[config.mk]
export PLATFORM = sky130hd
export DESIGN_NAME = loser_tree_kway_merge_top
export DESIGN_NICKNAME = d
export VERILOG_FILES = /design/src/sv/ltkm_pkg.sv /design/src/sv/ltkm_cell.sv /design/src/sv/loser_tree_kway_merge_top.sv
export SDC_FILE = /design/constraint.sdc
export NUM_CORES = 1
export LEC_CHECK = 0
export BUFFER_PORTS_ARGS = -buffer_cell sky130_fd_sc_hd__buf_4
export CAP_MARGIN = 15
export CORE_MARGIN = 2
export CORE_UTILIZATION = 35
export CTS_BUF_LIST = sky130_fd_sc_hd__clkbuf_16
export CTS_CLUSTER_DIAMETER = 80
export DETAILED_ROUTE_END_ITERATION = 12
export PLACE_DENSITY_LB_ADDON = 0.2
export SLEW_MARGIN = 20
export SYNTH_ARGS = -nofsm -noshare
export SYNTH_HDL_FRONTEND = slang
export SYNTH_SLANG_ARGS = --single-unit
[constraint.sdc]
create_clock -name clock -period 18.8 [get_ports clock]
set_input_delay 0.94 -clock clock [delete_from_list [all_inputs] [get_ports clock]]
set_output_delay 0.94 -clock clock [all_outputs]
set_load 0.01 [all_outputs]
[src/sv/ltkm_pkg.sv]
// ----------------------------------------------------------------------------
// ltkm_pkg
// Shared widths, command codes, walk token and cell control types for the
// loser-tree k-way merge selector.
// ----------------------------------------------------------------------------
package ltkm_pkg;

   localparam int RUNS   = 8;
   localparam int LEVELS = $clog2(RUNS);
   localparam int RUN_W  = $clog2(RUNS);
   localparam int IDX_W  = RUN_W + 1;
   localparam int SLOTS  = RUNS / 2;
   localparam int POS_W  = LEVELS - 1;
   localparam int KEY_W  = 32;
   localparam int CMD_W  = 2;

   typedef logic signed [KEY_W-1:0] key_type;
   typedef logic [IDX_W-1:0]        idx_type;
   typedef logic [RUN_W-1:0]        run_type;
   typedef logic [POS_W-1:0]        pos_type;

   localparam key_type KEY_MAX  = key_type'(32'h7FFF_FFFF);
   localparam key_type KEY_MIN  = key_type'(32'h8000_0000);
   localparam idx_type SENTINEL = idx_type'(RUNS);

   localparam logic [CMD_W-1:0] CMD_LOAD    = 2'd0;
   localparam logic [CMD_W-1:0] CMD_BUILD   = 2'd1;
   localparam logic [CMD_W-1:0] CMD_REPLACE = 2'd2;

   // One contender climbing the tree: its leaf index, key and node slot.
   typedef struct packed {
      logic    valid;
      logic    last;
      idx_type idx;
      key_type key;
      pos_type pos;
   } walk_token_type;

   // Broadcast to every cell: clear before a build, key update on a load.
   typedef struct packed {
      logic    clear;
      logic    load;
      run_type load_run;
      key_type load_key;
   } cell_ctrl_type;

   // Keep the sentinel strictly below every real key.
   function automatic key_type sat_key(input key_type k);
      key_type r;
      r = k;
      if (k == KEY_MIN) begin
         r = KEY_MIN + key_type'(1);
      end
      return r;
   endfunction

endpackage

[src/sv/ltkm_cell.sv]
// ----------------------------------------------------------------------------
// ltkm_cell
// One tree level: holds that level's loser entries, plays the incoming
// contender against the stored loser and hands the winner to the next level.
// ----------------------------------------------------------------------------
module ltkm_cell (
   input  logic                   clock,
   input  logic                   reset,
   input  ltkm_pkg::cell_ctrl_type ctrl,
   input  ltkm_pkg::walk_token_type up_tok,
   output ltkm_pkg::walk_token_type down_tok
);
   import ltkm_pkg::*;

   idx_type        slot_idx_ff [SLOTS];
   key_type        slot_key_ff [SLOTS];
   walk_token_type tok_ff;
   walk_token_type tok_in;
   idx_type        other_idx;
   key_type        other_key;
   logic           swap;

   always_comb begin
      other_idx  = slot_idx_ff[up_tok.pos];
      other_key  = slot_key_ff[up_tok.pos];
      // strict compare: equal keys keep the stored loser in place
      swap       = up_tok.key > other_key;
      tok_in     = up_tok;
      tok_in.pos = up_tok.pos >> 1;
      if (swap) begin
         tok_in.idx = other_idx;
         tok_in.key = other_key;
      end
   end

   always_ff @(posedge clock) begin
      if (reset) begin
         tok_ff.valid <= 1'b0;
         for (int e = 0; e < SLOTS; e++) begin
            slot_idx_ff[e] <= SENTINEL;
            slot_key_ff[e] <= KEY_MIN;
         end
      end else begin
         tok_ff <= tok_in;
         if (ctrl.clear) begin
            for (int e = 0; e < SLOTS; e++) begin
               slot_idx_ff[e] <= SENTINEL;
               slot_key_ff[e] <= KEY_MIN;
            end
         end else begin
            if (up_tok.valid && swap) begin
               slot_idx_ff[up_tok.pos] <= up_tok.idx;
               slot_key_ff[up_tok.pos] <= up_tok.key;
            end
            // keep the stored key copies in step with the leaf store
            if (ctrl.load) begin
               for (int e = 0; e < SLOTS; e++) begin
                  if (slot_idx_ff[e] == {1'b0, ctrl.load_run}) begin
                     slot_key_ff[e] <= ctrl.load_key;
                  end
               end
            end
         end
      end
   end

   assign down_tok = tok_ff;

endmodule

[src/sv/loser_tree_kway_merge_top.sv]
// ----------------------------------------------------------------------------
// loser_tree_kway_merge_top
// Loser-tree selector for a k-way merge of sorted runs.
// ----------------------------------------------------------------------------
// Usage:
//   req channel takes one command item: load (run_index, key) stores the
//   head key of a run, build sets up the tree over all runs, replace gives
//   the next key of the run that won last. Keys equal to the most negative
//   value are saturated one step up. rsp channel carries one item per build
//   and per replace: winner_run, winner_key and merge_done (winner key is the
//   largest signed value, so every run is exhausted).
// Timing:
//   A load updates the leaf store and the cell key copies and leaves the
//   selector idle. A replace climbs one tree level per cycle through a chain
//   of log2(RUNS) cells; no new item is taken until its result is in the output register.
//   A build feeds one leaf per cycle, last run first; its result follows the
//   last leaf out of the root, and no new item is taken until that result is in
//   the output register.
//   A replace before any build, and an unknown command, is taken and dropped.
// Reset:
//   The tree holds the sentinel everywhere; leaf keys are undefined until
//   loaded. A stalled receiver holds the result in the output register while
//   new items are still taken; a second finished walk waits in the winner
//   register and holds the input off until the receiver takes the first.
// ----------------------------------------------------------------------------
module loser_tree_kway_merge_top (
   input  logic                           clock,
   input  logic                           reset,
   input  logic                           req_valid,
   output logic                           req_ready,
   input  logic [ltkm_pkg::CMD_W-1:0]     req_command,
   input  logic [ltkm_pkg::RUN_W-1:0]     req_run_index,
   input  logic signed [ltkm_pkg::KEY_W-1:0] req_key,
   output logic                           rsp_valid,
   input  logic                           rsp_ready,
   output logic [ltkm_pkg::RUN_W-1:0]     rsp_winner_run,
   output logic signed [ltkm_pkg::KEY_W-1:0] rsp_winner_key,
   output logic                           rsp_merge_done
);
   import ltkm_pkg::*;

   typedef enum logic [1:0] {ST_IDLE, ST_ISSUE, ST_DRAIN, ST_HOLD} state_type;

   state_type      state_ff, state_in;
   run_type        issue_cnt_ff, issue_cnt_in;
   idx_type        win_idx_ff, win_idx_in;
   key_type        win_key_ff, win_key_in;
   logic           rsp_valid_ff, rsp_valid_in;
   run_type        rsp_run_ff, rsp_run_in;
   key_type        rsp_key_ff, rsp_key_in;
   logic           rsp_done_ff, rsp_done_in;
   key_type        leaf_key_ff [RUNS];

   logic           req_accept;
   key_type        in_key;
   logic           is_load, is_build, is_repl;
   logic           rsp_free;
   cell_ctrl_type  ctrl;
   walk_token_type chain_tok [LEVELS+1];
   walk_token_type root_tok;

   // take commands only between walks; loads may pass a waiting result
   assign req_ready  = (state_ff == ST_IDLE);
   assign req_accept = req_valid && req_ready;
   assign in_key     = sat_key(req_key);
   assign is_load    = req_accept && (req_command == CMD_LOAD);
   assign is_build   = req_accept && (req_command == CMD_BUILD);
   // drop a replace while the winner still points at the sentinel
   assign is_repl    = req_accept && (req_command == CMD_REPLACE) && (win_idx_ff < SENTINEL);
   assign rsp_free   = !rsp_valid_ff || rsp_ready;

   always_comb begin
      ctrl.clear    = is_build;
      ctrl.load     = is_load;
      ctrl.load_run = req_run_index;
      ctrl.load_key = in_key;
   end

   // Feed the leaf end of the chain: a replace contender, or one leaf per
   // cycle during a build from the last run down to run 0.
   always_comb begin
      chain_tok[0] = '0;
      if (is_repl) begin
         chain_tok[0].valid = 1'b1;
         chain_tok[0].last  = 1'b1;
         chain_tok[0].idx   = win_idx_ff;
         chain_tok[0].key   = in_key;
         chain_tok[0].pos   = win_idx_ff[RUN_W-1:1];
      end else if (state_ff == ST_ISSUE) begin
         chain_tok[0].valid = 1'b1;
         chain_tok[0].last  = (issue_cnt_ff == '0);
         chain_tok[0].idx   = {1'b0, issue_cnt_ff};
         chain_tok[0].key   = leaf_key_ff[issue_cnt_ff];
         chain_tok[0].pos   = issue_cnt_ff[RUN_W-1:1];
      end
   end

   // cell 0 holds the level just above the leaves, the last cell the root
   for (genvar g = 0; g < LEVELS; g++) begin : g_cell
      ltkm_cell u_cell (
         .clock    (clock),
         .reset    (reset),
         .ctrl     (ctrl),
         .up_tok   (chain_tok[g]),
         .down_tok (chain_tok[g+1])
      );
   end

   assign root_tok = chain_tok[LEVELS];

   // leaf store: written by load and replace, read by the build sequencer
   always_ff @(posedge clock) begin
      if (is_load) begin
         leaf_key_ff[req_run_index] <= in_key;
      end else if (is_repl) begin
         leaf_key_ff[win_idx_ff[RUN_W-1:0]] <= in_key;
      end
   end

   always_comb begin
      state_in     = state_ff;
      issue_cnt_in = issue_cnt_ff;
      win_idx_in   = win_idx_ff;
      win_key_in   = win_key_ff;
      rsp_valid_in = rsp_valid_ff && !rsp_ready;
      rsp_run_in   = rsp_run_ff;
      rsp_key_in   = rsp_key_ff;
      rsp_done_in  = rsp_done_ff;

      // the winner register follows each root token; the last one of a walk names the overall winner
      if (root_tok.valid) begin
         win_idx_in = root_tok.idx;
         win_key_in = root_tok.key;
      end else if (is_load && (win_idx_ff == {1'b0, req_run_index})) begin
         win_key_in = in_key;
      end

      unique case (state_ff)
         ST_IDLE: begin
            if (is_build) begin
               state_in     = ST_ISSUE;
               issue_cnt_in = run_type'(RUNS - 1);
            end else if (is_repl) begin
               state_in = ST_DRAIN;
            end
         end
         ST_ISSUE: begin
            issue_cnt_in = issue_cnt_ff - run_type'(1);
            if (issue_cnt_ff == '0) begin
               state_in = ST_DRAIN;
            end
         end
         ST_DRAIN: begin
            if (root_tok.valid && root_tok.last) begin
               if (rsp_free) begin
                  rsp_valid_in = 1'b1;
                  rsp_run_in   = root_tok.idx[RUN_W-1:0];
                  rsp_key_in   = root_tok.key;
                  rsp_done_in  = (root_tok.key == KEY_MAX);
                  state_in     = ST_IDLE;
               end else begin
                  state_in = ST_HOLD;
               end
            end
         end
         ST_HOLD: begin
            if (rsp_free) begin
               rsp_valid_in = 1'b1;
               rsp_run_in   = win_idx_ff[RUN_W-1:0];
               rsp_key_in   = win_key_ff;
               rsp_done_in  = (win_key_ff == KEY_MAX);
               state_in     = ST_IDLE;
            end
         end
         default: begin
            state_in = ST_IDLE;
         end
      endcase
   end

   always_ff @(posedge clock) begin
      if (reset) begin
         state_ff     <= ST_IDLE;
         issue_cnt_ff <= '0;
         win_idx_ff   <= SENTINEL;
         rsp_valid_ff <= 1'b0;
      end else begin
         state_ff     <= state_in;
         issue_cnt_ff <= issue_cnt_in;
         win_idx_ff   <= win_idx_in;
         rsp_valid_ff <= rsp_valid_in;
      end
      win_key_ff  <= win_key_in;
      rsp_run_ff  <= rsp_run_in;
      rsp_key_ff  <= rsp_key_in;
      rsp_done_ff <= rsp_done_in;
   end

   assign rsp_valid      = rsp_valid_ff;
   assign rsp_winner_run = rsp_run_ff;
   assign rsp_winner_key = rsp_key_ff;
   assign rsp_merge_done = rsp_done_ff;

   // a build always starts its leaf sequence from the last run
   a_build_start : assert property (@(posedge clock) disable iff (reset)
      is_build |=> (state_ff == ST_ISSUE) && (issue_cnt_ff == run_type'(RUNS - 1)))
      else $error("build did not start issuing from the last run");

   // tokens only leave the root while a walk is in flight
   a_root_in_walk : assert property (@(posedge clock) disable iff (reset)
      root_tok.valid |-> (state_ff == ST_ISSUE) || (state_ff == ST_DRAIN))
      else $error("root token outside a walk");

   // a finished walk always names a real run, never the sentinel
   a_real_winner : assert property (@(posedge clock) disable iff (reset)
      (root_tok.valid && root_tok.last) |-> (root_tok.idx < SENTINEL))
      else $error("walk finished on the sentinel");

   // done flag agrees with the key it reports
   a_done_flag : assert property (@(posedge clock) disable iff (reset)
      rsp_valid |-> (rsp_merge_done == (rsp_winner_key == KEY_MAX)))
      else $error("merge_done does not match winner key");

endmodule
== Word level (Yosys, flattened, before mapping) ==
Memory sizes are Yosys's and may differ from the RTL's. A register that Yosys moved wholly into a read port is not among the register bits.
Cells that the tools add are included.
W data, S select, Z words.

* Register bits after elaboration: 193
* Latch bits: 0
* Memories: 7
* RAM bits: 688
* Memory bits (read-only): 0
* Logic and storage cells: 301

* Muxes and demuxes: 168
* Order comparisons: 4
* Reduce and logical (&&, ||, !) cells: 27
* Div/mod/pow operators: 0
* Shift operators: 0
* Bitwise logic cells: 44
* Eq/ne operators: 29
* Multiply operators: 0
* $add $sub $neg: 1

{| class="wikitable"
|+ Memories
! memory !! depth !! bits a word !! read ports !! clocked after memory_dff !! write ports !! line !! RTL
|-
| leaf_key_ff || 8 || 32 || 1 || 1 || 1 || loser_tree_kway_merge_top.sv:52 || <nowiki>key_type leaf_key_ff [RUNS];</nowiki>
|-
| g_cell[0].u_cell.slot_key_ff || 4 || 32 || 1 || 0 || 4 || ltkm_cell.sv:16 || <nowiki>key_type slot_key_ff [SLOTS];</nowiki>
|-
| g_cell[1].u_cell.slot_key_ff || 4 || 32 || 1 || 1 || 5 || ltkm_cell.sv:16 ||
|-
| g_cell[2].u_cell.slot_key_ff || 4 || 32 || 1 || 0 || 4 || ltkm_cell.sv:16 ||
|-
| g_cell[0].u_cell.slot_idx_ff || 4 || 4 || 5 || 0 || 4 || ltkm_cell.sv:15 || <nowiki>idx_type slot_idx_ff [SLOTS];</nowiki>
|-
| g_cell[1].u_cell.slot_idx_ff || 4 || 4 || 5 || 1 || 4 || ltkm_cell.sv:15 ||
|-
| +1 memories || -- || -- || -- || -- || -- || -- ||
|}

{| class="wikitable"
|+ Operator list
! cell !! number
|-
| $mux W32 || 33
|-
| $mux W36 || 3
|-
| $eq A32 B32 Y1 const B || 3
|-
| $gt A32 B32 Y1 || 3
|-
| $mux W1 || 91
|-
| $mux W40 || 2
|-
| $pmux W32 S2 || 1
|-
| $reduce_or A32 Y1 || 2
|-
| $mux W4 || 15
|-
| $eq A4 B3 Y1 || 13
|-
| $or A1 B1 Y1 || 38
|-
| $mux W2 || 11
|-
| $mux W3 || 7
|-
| $pmux W3 S2 || 2
|-
| $logic_and A1 B1 Y1 || 11
|-
| $eq A2 B2 Y1 const B || 5
|-
| $pmux W2 S4 || 1
|-
| $reduce_and A4 Y1 || 2
|-
| $reduce_or A4 Y1 || 2
|-
| $ne A2 B2 Y1 const B || 3
|-
| $reduce_bool A2 Y1 || 3
|-
| $and A1 B1 Y1 || 4
|-
| $eq A2 B1 Y1 const B || 2
|-
| $logic_not A2 Y1 || 2
|-
| 10 further kinds || 14
|}

== Longest topological paths before layout ==
An unclocked memory read counts as a cell.

* Word-level depth: 14
* Gate-level depth with buffers: 22

== By module ==
A second synthesis with hierarchy kept.

* Cells, all modules: 3167
* Area, all modules: 44007.2 sq um

{| class="wikitable"
|+ Modules (own cells, without submodules)
! module !! instances !! cells an instance !! area an instance (sq um)
|-
| loser_tree_kway_merge_top || 1 || 750 || 13934.6
|-
| ltkm_cell (g_cell[1].u_cell) || 1 || 905 || 10307.4
|-
| ltkm_cell (g_cell[0].u_cell) || 1 || 831 || 10113.4
|-
| ltkm_cell (g_cell[2].u_cell) || 1 || 681 || 9651.8
|}

== Least setup slack after synthesis ==
OpenSTA, ideal clock, no wires.

* Path kind: input to register
* From: in req_valid
* To: mem g_cell[0].u_cell.slot_key_ff[2][0] (netlist name), enable pin
* Cell stages on the path: 19
* Path buffers: 4
* Setup slack: 12.299 ns
* Data required time: 18.405 ns
* Arrival: 6.106 ns
* Cells stage by stage: or3b_4 -> or4b_1 -> clkbuf_1 -> o22ai_2 -> clkbuf_1 -> nand2_1 -> nand3_1 -> and2_1 -> inv_1 -> ha_1 -> and4_1 -> nand3_1 -> or4_4 -> or3_1 -> o211a_1 -> buf_4 -> nor3_2 -> clkbuf_1 -> nand3b_1

{| class="wikitable"
|+ RTL lines
! element !! line !! RTL
|-
| from (decl) || loser_tree_kway_merge_top.sv:29 || <nowiki>input logic req_valid,</nowiki>
|-
| to (decl) || ltkm_cell.sv:16 ||
|}

==> reports/qor.yml <==
status:
  outcome: "completed"
run:
  drv_cap: 0
critical_path:
  cp-end-kind: "register"
  cpPeakStageDelay_ps: 590
  required_ps: 19060
  cp_slowest_cell: "inv_2"
  startpoint_type: "register"
  crit_type: "register to register"
  arrival_ps: 7750
  crit_path_max_fanout: 43
  crit_top_cell: "buf_4"
  path_cells: "or3b_4 -> nor4b_4 -> buf_4 -> a22oi_2 -> buf_4 -> inv_1 -> buf_4 -> o21ai_0 -> ha_1 -> and4_1 -> nand3_1 -> or4_4 -> or3_1 -> o211a_1 -> buf_4 -> or3_1 -> inv_2 -> or3_1 -> buf_4"
logic_synthesis:
  yosysSeqAreaShare_pct: 63.4
  synth_area_sq_um: 33100
  synthFlopType: "edfxtp_1"
  yosysUniqueCellTypes: 71
  yosysWarnings: 0
  synth_seq_cells: 705
  synthArstFlopShare_pct: 0
  syn_inst: 2357
  synth-edff-count: 684
  syn_area_per_cell_sq_um: 14.0
floorplanning:
  dieHeight_microns: 311
  design.core.area_sq_um: 93500
  die_area_sq_um: 97000
  initial_core_util_pct: 35.4
  ioPinCount: 79
  rows: 112
  fp.dieW_microns: 311
timing:
  grt_setup_unrepaired: "false"
  slew_headroom_pct: 27.3
  finClkSkew_ps: 27.7
  finalHoldViolCount: 0
  finalCritPeriodShare_pct: 39.8
  max_freq_mhz: 134
  setup_tns_ps: 0
  drv_slew: 0
  worst_hold_slack_ps: 418
  setup_viol: 0
  tightestPinTransition_ps: 1090
  post-route-min-period_ps: 7490
routing:
  dr_total_vias: 20200
  topRoutingLayerUsed: "met5"
  routed-wl-met3_microns: 5490
  met2RoutedLength_microns: 44600
  drt-met1-wl_microns: 36900
  viasPerCell: 5.48
  drc: 0
  drt_iter0_drc: 1742
  postRouteAntennaNets: 0
  wl_microns: 89600
  avgRoutedWirePerCell_microns: 24.3
  first_pass_iters: 7
clocking:
  cts.path.max_buffers: 3
  cts_sinks: 705
  holdBufCountCts: 0
  cts_buffers: 77
  path_clk_slew_ps: 60
  clk_latency_ps: 640
  htree_levels: 3
  root_buffer: "clkbuf_16"
  ctsResizeCount: 0
  cts_tree: "done"
  postCtsSetupRepairBufs: 0
grt:
  grt_antenna_before_repair: 6
  track_usage_pct: 18.4
  grt_pass1_vias: 21200
  grt_pass1_wl_microns: 135000
  grt_overflow_total: 0
  grt_max_degree: 74
layout:
  nFillCells: 8636
  area_growth_syn_to_layout_pct: 13.4
  final_util_pct: 40.1
  final_area_sq_um: 37500
  final_common_cell: "edfxtp_1"
  final_cell_mix: "684 x edfxtp_1, 232 x nand2_1, 184 x a22o_1"
  drive_gt1_share_pct: 19.2
  final_nets: 2506
placement:
  placed_area_sq_um: 35000
  dp_hpwl_microns: 57200
  gp_congestion: 0.832
  io_buffers: 78
pwr:
  power.total_mw: 3.64
  ir_worst_vdd_mv: 0.0593
  p_leak_nw: 13.1
  p_per_area_nw_per_um2: 96.9
min_path:
  hold_path.class: "register to register"
==> logic make-up (layout without fill, tap and decap cells) <==
kind of cell,Yosys count,in the layout,synth area share [%]
flops,705,705,63.4
simple gates,513,513,7.36
compound gates,403,403,9.15
buf+inv,312,379,3.71
mux,301,301,12.0
fa+ha+maj,98,98,3.71
xor+xnor,24,24,0.636
other cells,1,6,0.0113
==> worst paths after layout <==
| kind | start | endpoint | slack [ps] | depth (start not counted) |
|---|---|---|---|---|
| max | state_ff[1] | g_cell[0].u_cell.slot_key_ff[3][20] | 11310 | 19 |
| min | g_cell[0].u_cell.down_tok[38] | g_cell[1].u_cell.down_tok[38] | 420 | 0 |
| max reg2reg | state_ff[1] | g_cell[0].u_cell.slot_key_ff[3][20] | 11310 | 19 |
| min reg2reg | g_cell[0].u_cell.down_tok[38] | g_cell[1].u_cell.down_tok[38] | 420 | 0 |
==> critical path, delay by kind of cell (launching register included) <==
family                     cells  cell delay, ps
DFF                            1             400
and+or+nand+nor                8            2620
adders and majority gates      1             370
buffers and inverters          7            3120
AOI/OAI and AO/OA              3             530
==> final cells by class <==
type,instances,area [sq um],share of cell area [%]
antenna,2,5.00,0.0133
clock buffer,81,2030,5.40
clock inverter,58,457,1.22
inverter,113,432,1.15
multi-input combinational,1343,11100,29.5
sequential,705,21000,55.9
tap,1254,1570,4.18
timing repair buffer,127,986,2.63
==> routing by layer <==
metal | GRT usage (%) | up-vias
met5 | 0 | -
met4 | 6.34 | 2
met3 | 3.69 | 166
met2 | 31.7 | 616
met1 | 22.9 | 10300
li1 | - | 9083
==> flip-flops by register name, indices dropped and copies added, names as in the netlist, named ones only <==
register	flops
g_cell.u_cell.down_tok	115
g_cell.u_cell.slot_idx_ff	28
state_ff	2
rsp_winner_run	3
g_cell.u_cell.slot_key_ff	224
win_idx_ff	4
rsp_valid	1
win_key_ff	32
rsp_winner_key	32
leaf_key_ff	256
issue_cnt_ff	3
rsp_merge_done	1
==> power by group <==
| part | internal (mW) | total [mW] | leakage (nW) | switching (mW) |
|---|---|---|---|---|
| combinational | 0.119 | 0.311 | 5.10 | 0.192 |
| sequential | 1.79 | 1.82 | 6.76 | 0.0342 |
| clock | 0.874 | 1.50 | 1.26 | 0.626 |
| total | 2.78 | 3.63 | 13.1 | 0.851 |
==> per-stage QoR <==
stage / setup WS, ps / cells
2_1_floorplan: 12300 / 2360
3_3_place_gp: 10800 / 3540
3_5_place_dp: 10720 / 3540
4_1_cts: 11300 / 3679
5_1_grt: 11000 / 3681
6_report: 11310 / 3683
==> Yosys cell counts (all sizes together), types with 3 or more instances <==
| cell type | number | area share (%) |
|---|---|---|
| ha | 98 | 3.7 |
| nand3 | 73 | 1.1 |
| nor2 | 70 | 0.80 |
| clkbuf | 158 | 1.8 |
| nand2b | 4 | 0.076 |
| o21a | 3 | 0.068 |
| or3 | 9 | 0.17 |
| nor3b | 3 | 0.068 |
| xor2 | 14 | 0.37 |
| a221oi | 7 | 0.19 |
| nor4 | 24 | 0.50 |
| a22oi | 7 | 0.16 |
| inv | 112 | 1.3 |
| a211oi | 3 | 0.068 |
| nor3 | 17 | 0.29 |
| a21o | 5 | 0.11 |
| nor2b | 12 | 0.23 |
| a22o | 184 | 4.9 |
| o21ai | 75 | 1.1 |
| mux2 | 127 | 4.3 |
| nand2 | 232 | 2.6 |
| and2 | 24 | 0.45 |
| nand4b | 3 | 0.079 |
| mux4 | 65 | 4.4 |
| a31oi | 7 | 0.13 |
| a21oi | 43 | 0.65 |
| dfxtp | 21 | 1.3 |
| buf | 41 | 0.62 |
| o41ai | 31 | 0.82 |
| nor4b | 5 | 0.18 |
| xnor2 | 10 | 0.26 |
| edfxtp | 684 | 62 |
| mux2i | 109 | 3.3 |
| o31ai | 10 | 0.23 |
| o211ai | 8 | 0.18 |
| nand4 | 26 | 0.49 |
| o22ai | 3 | 0.076 |
(Power assumes the default switching activity.)
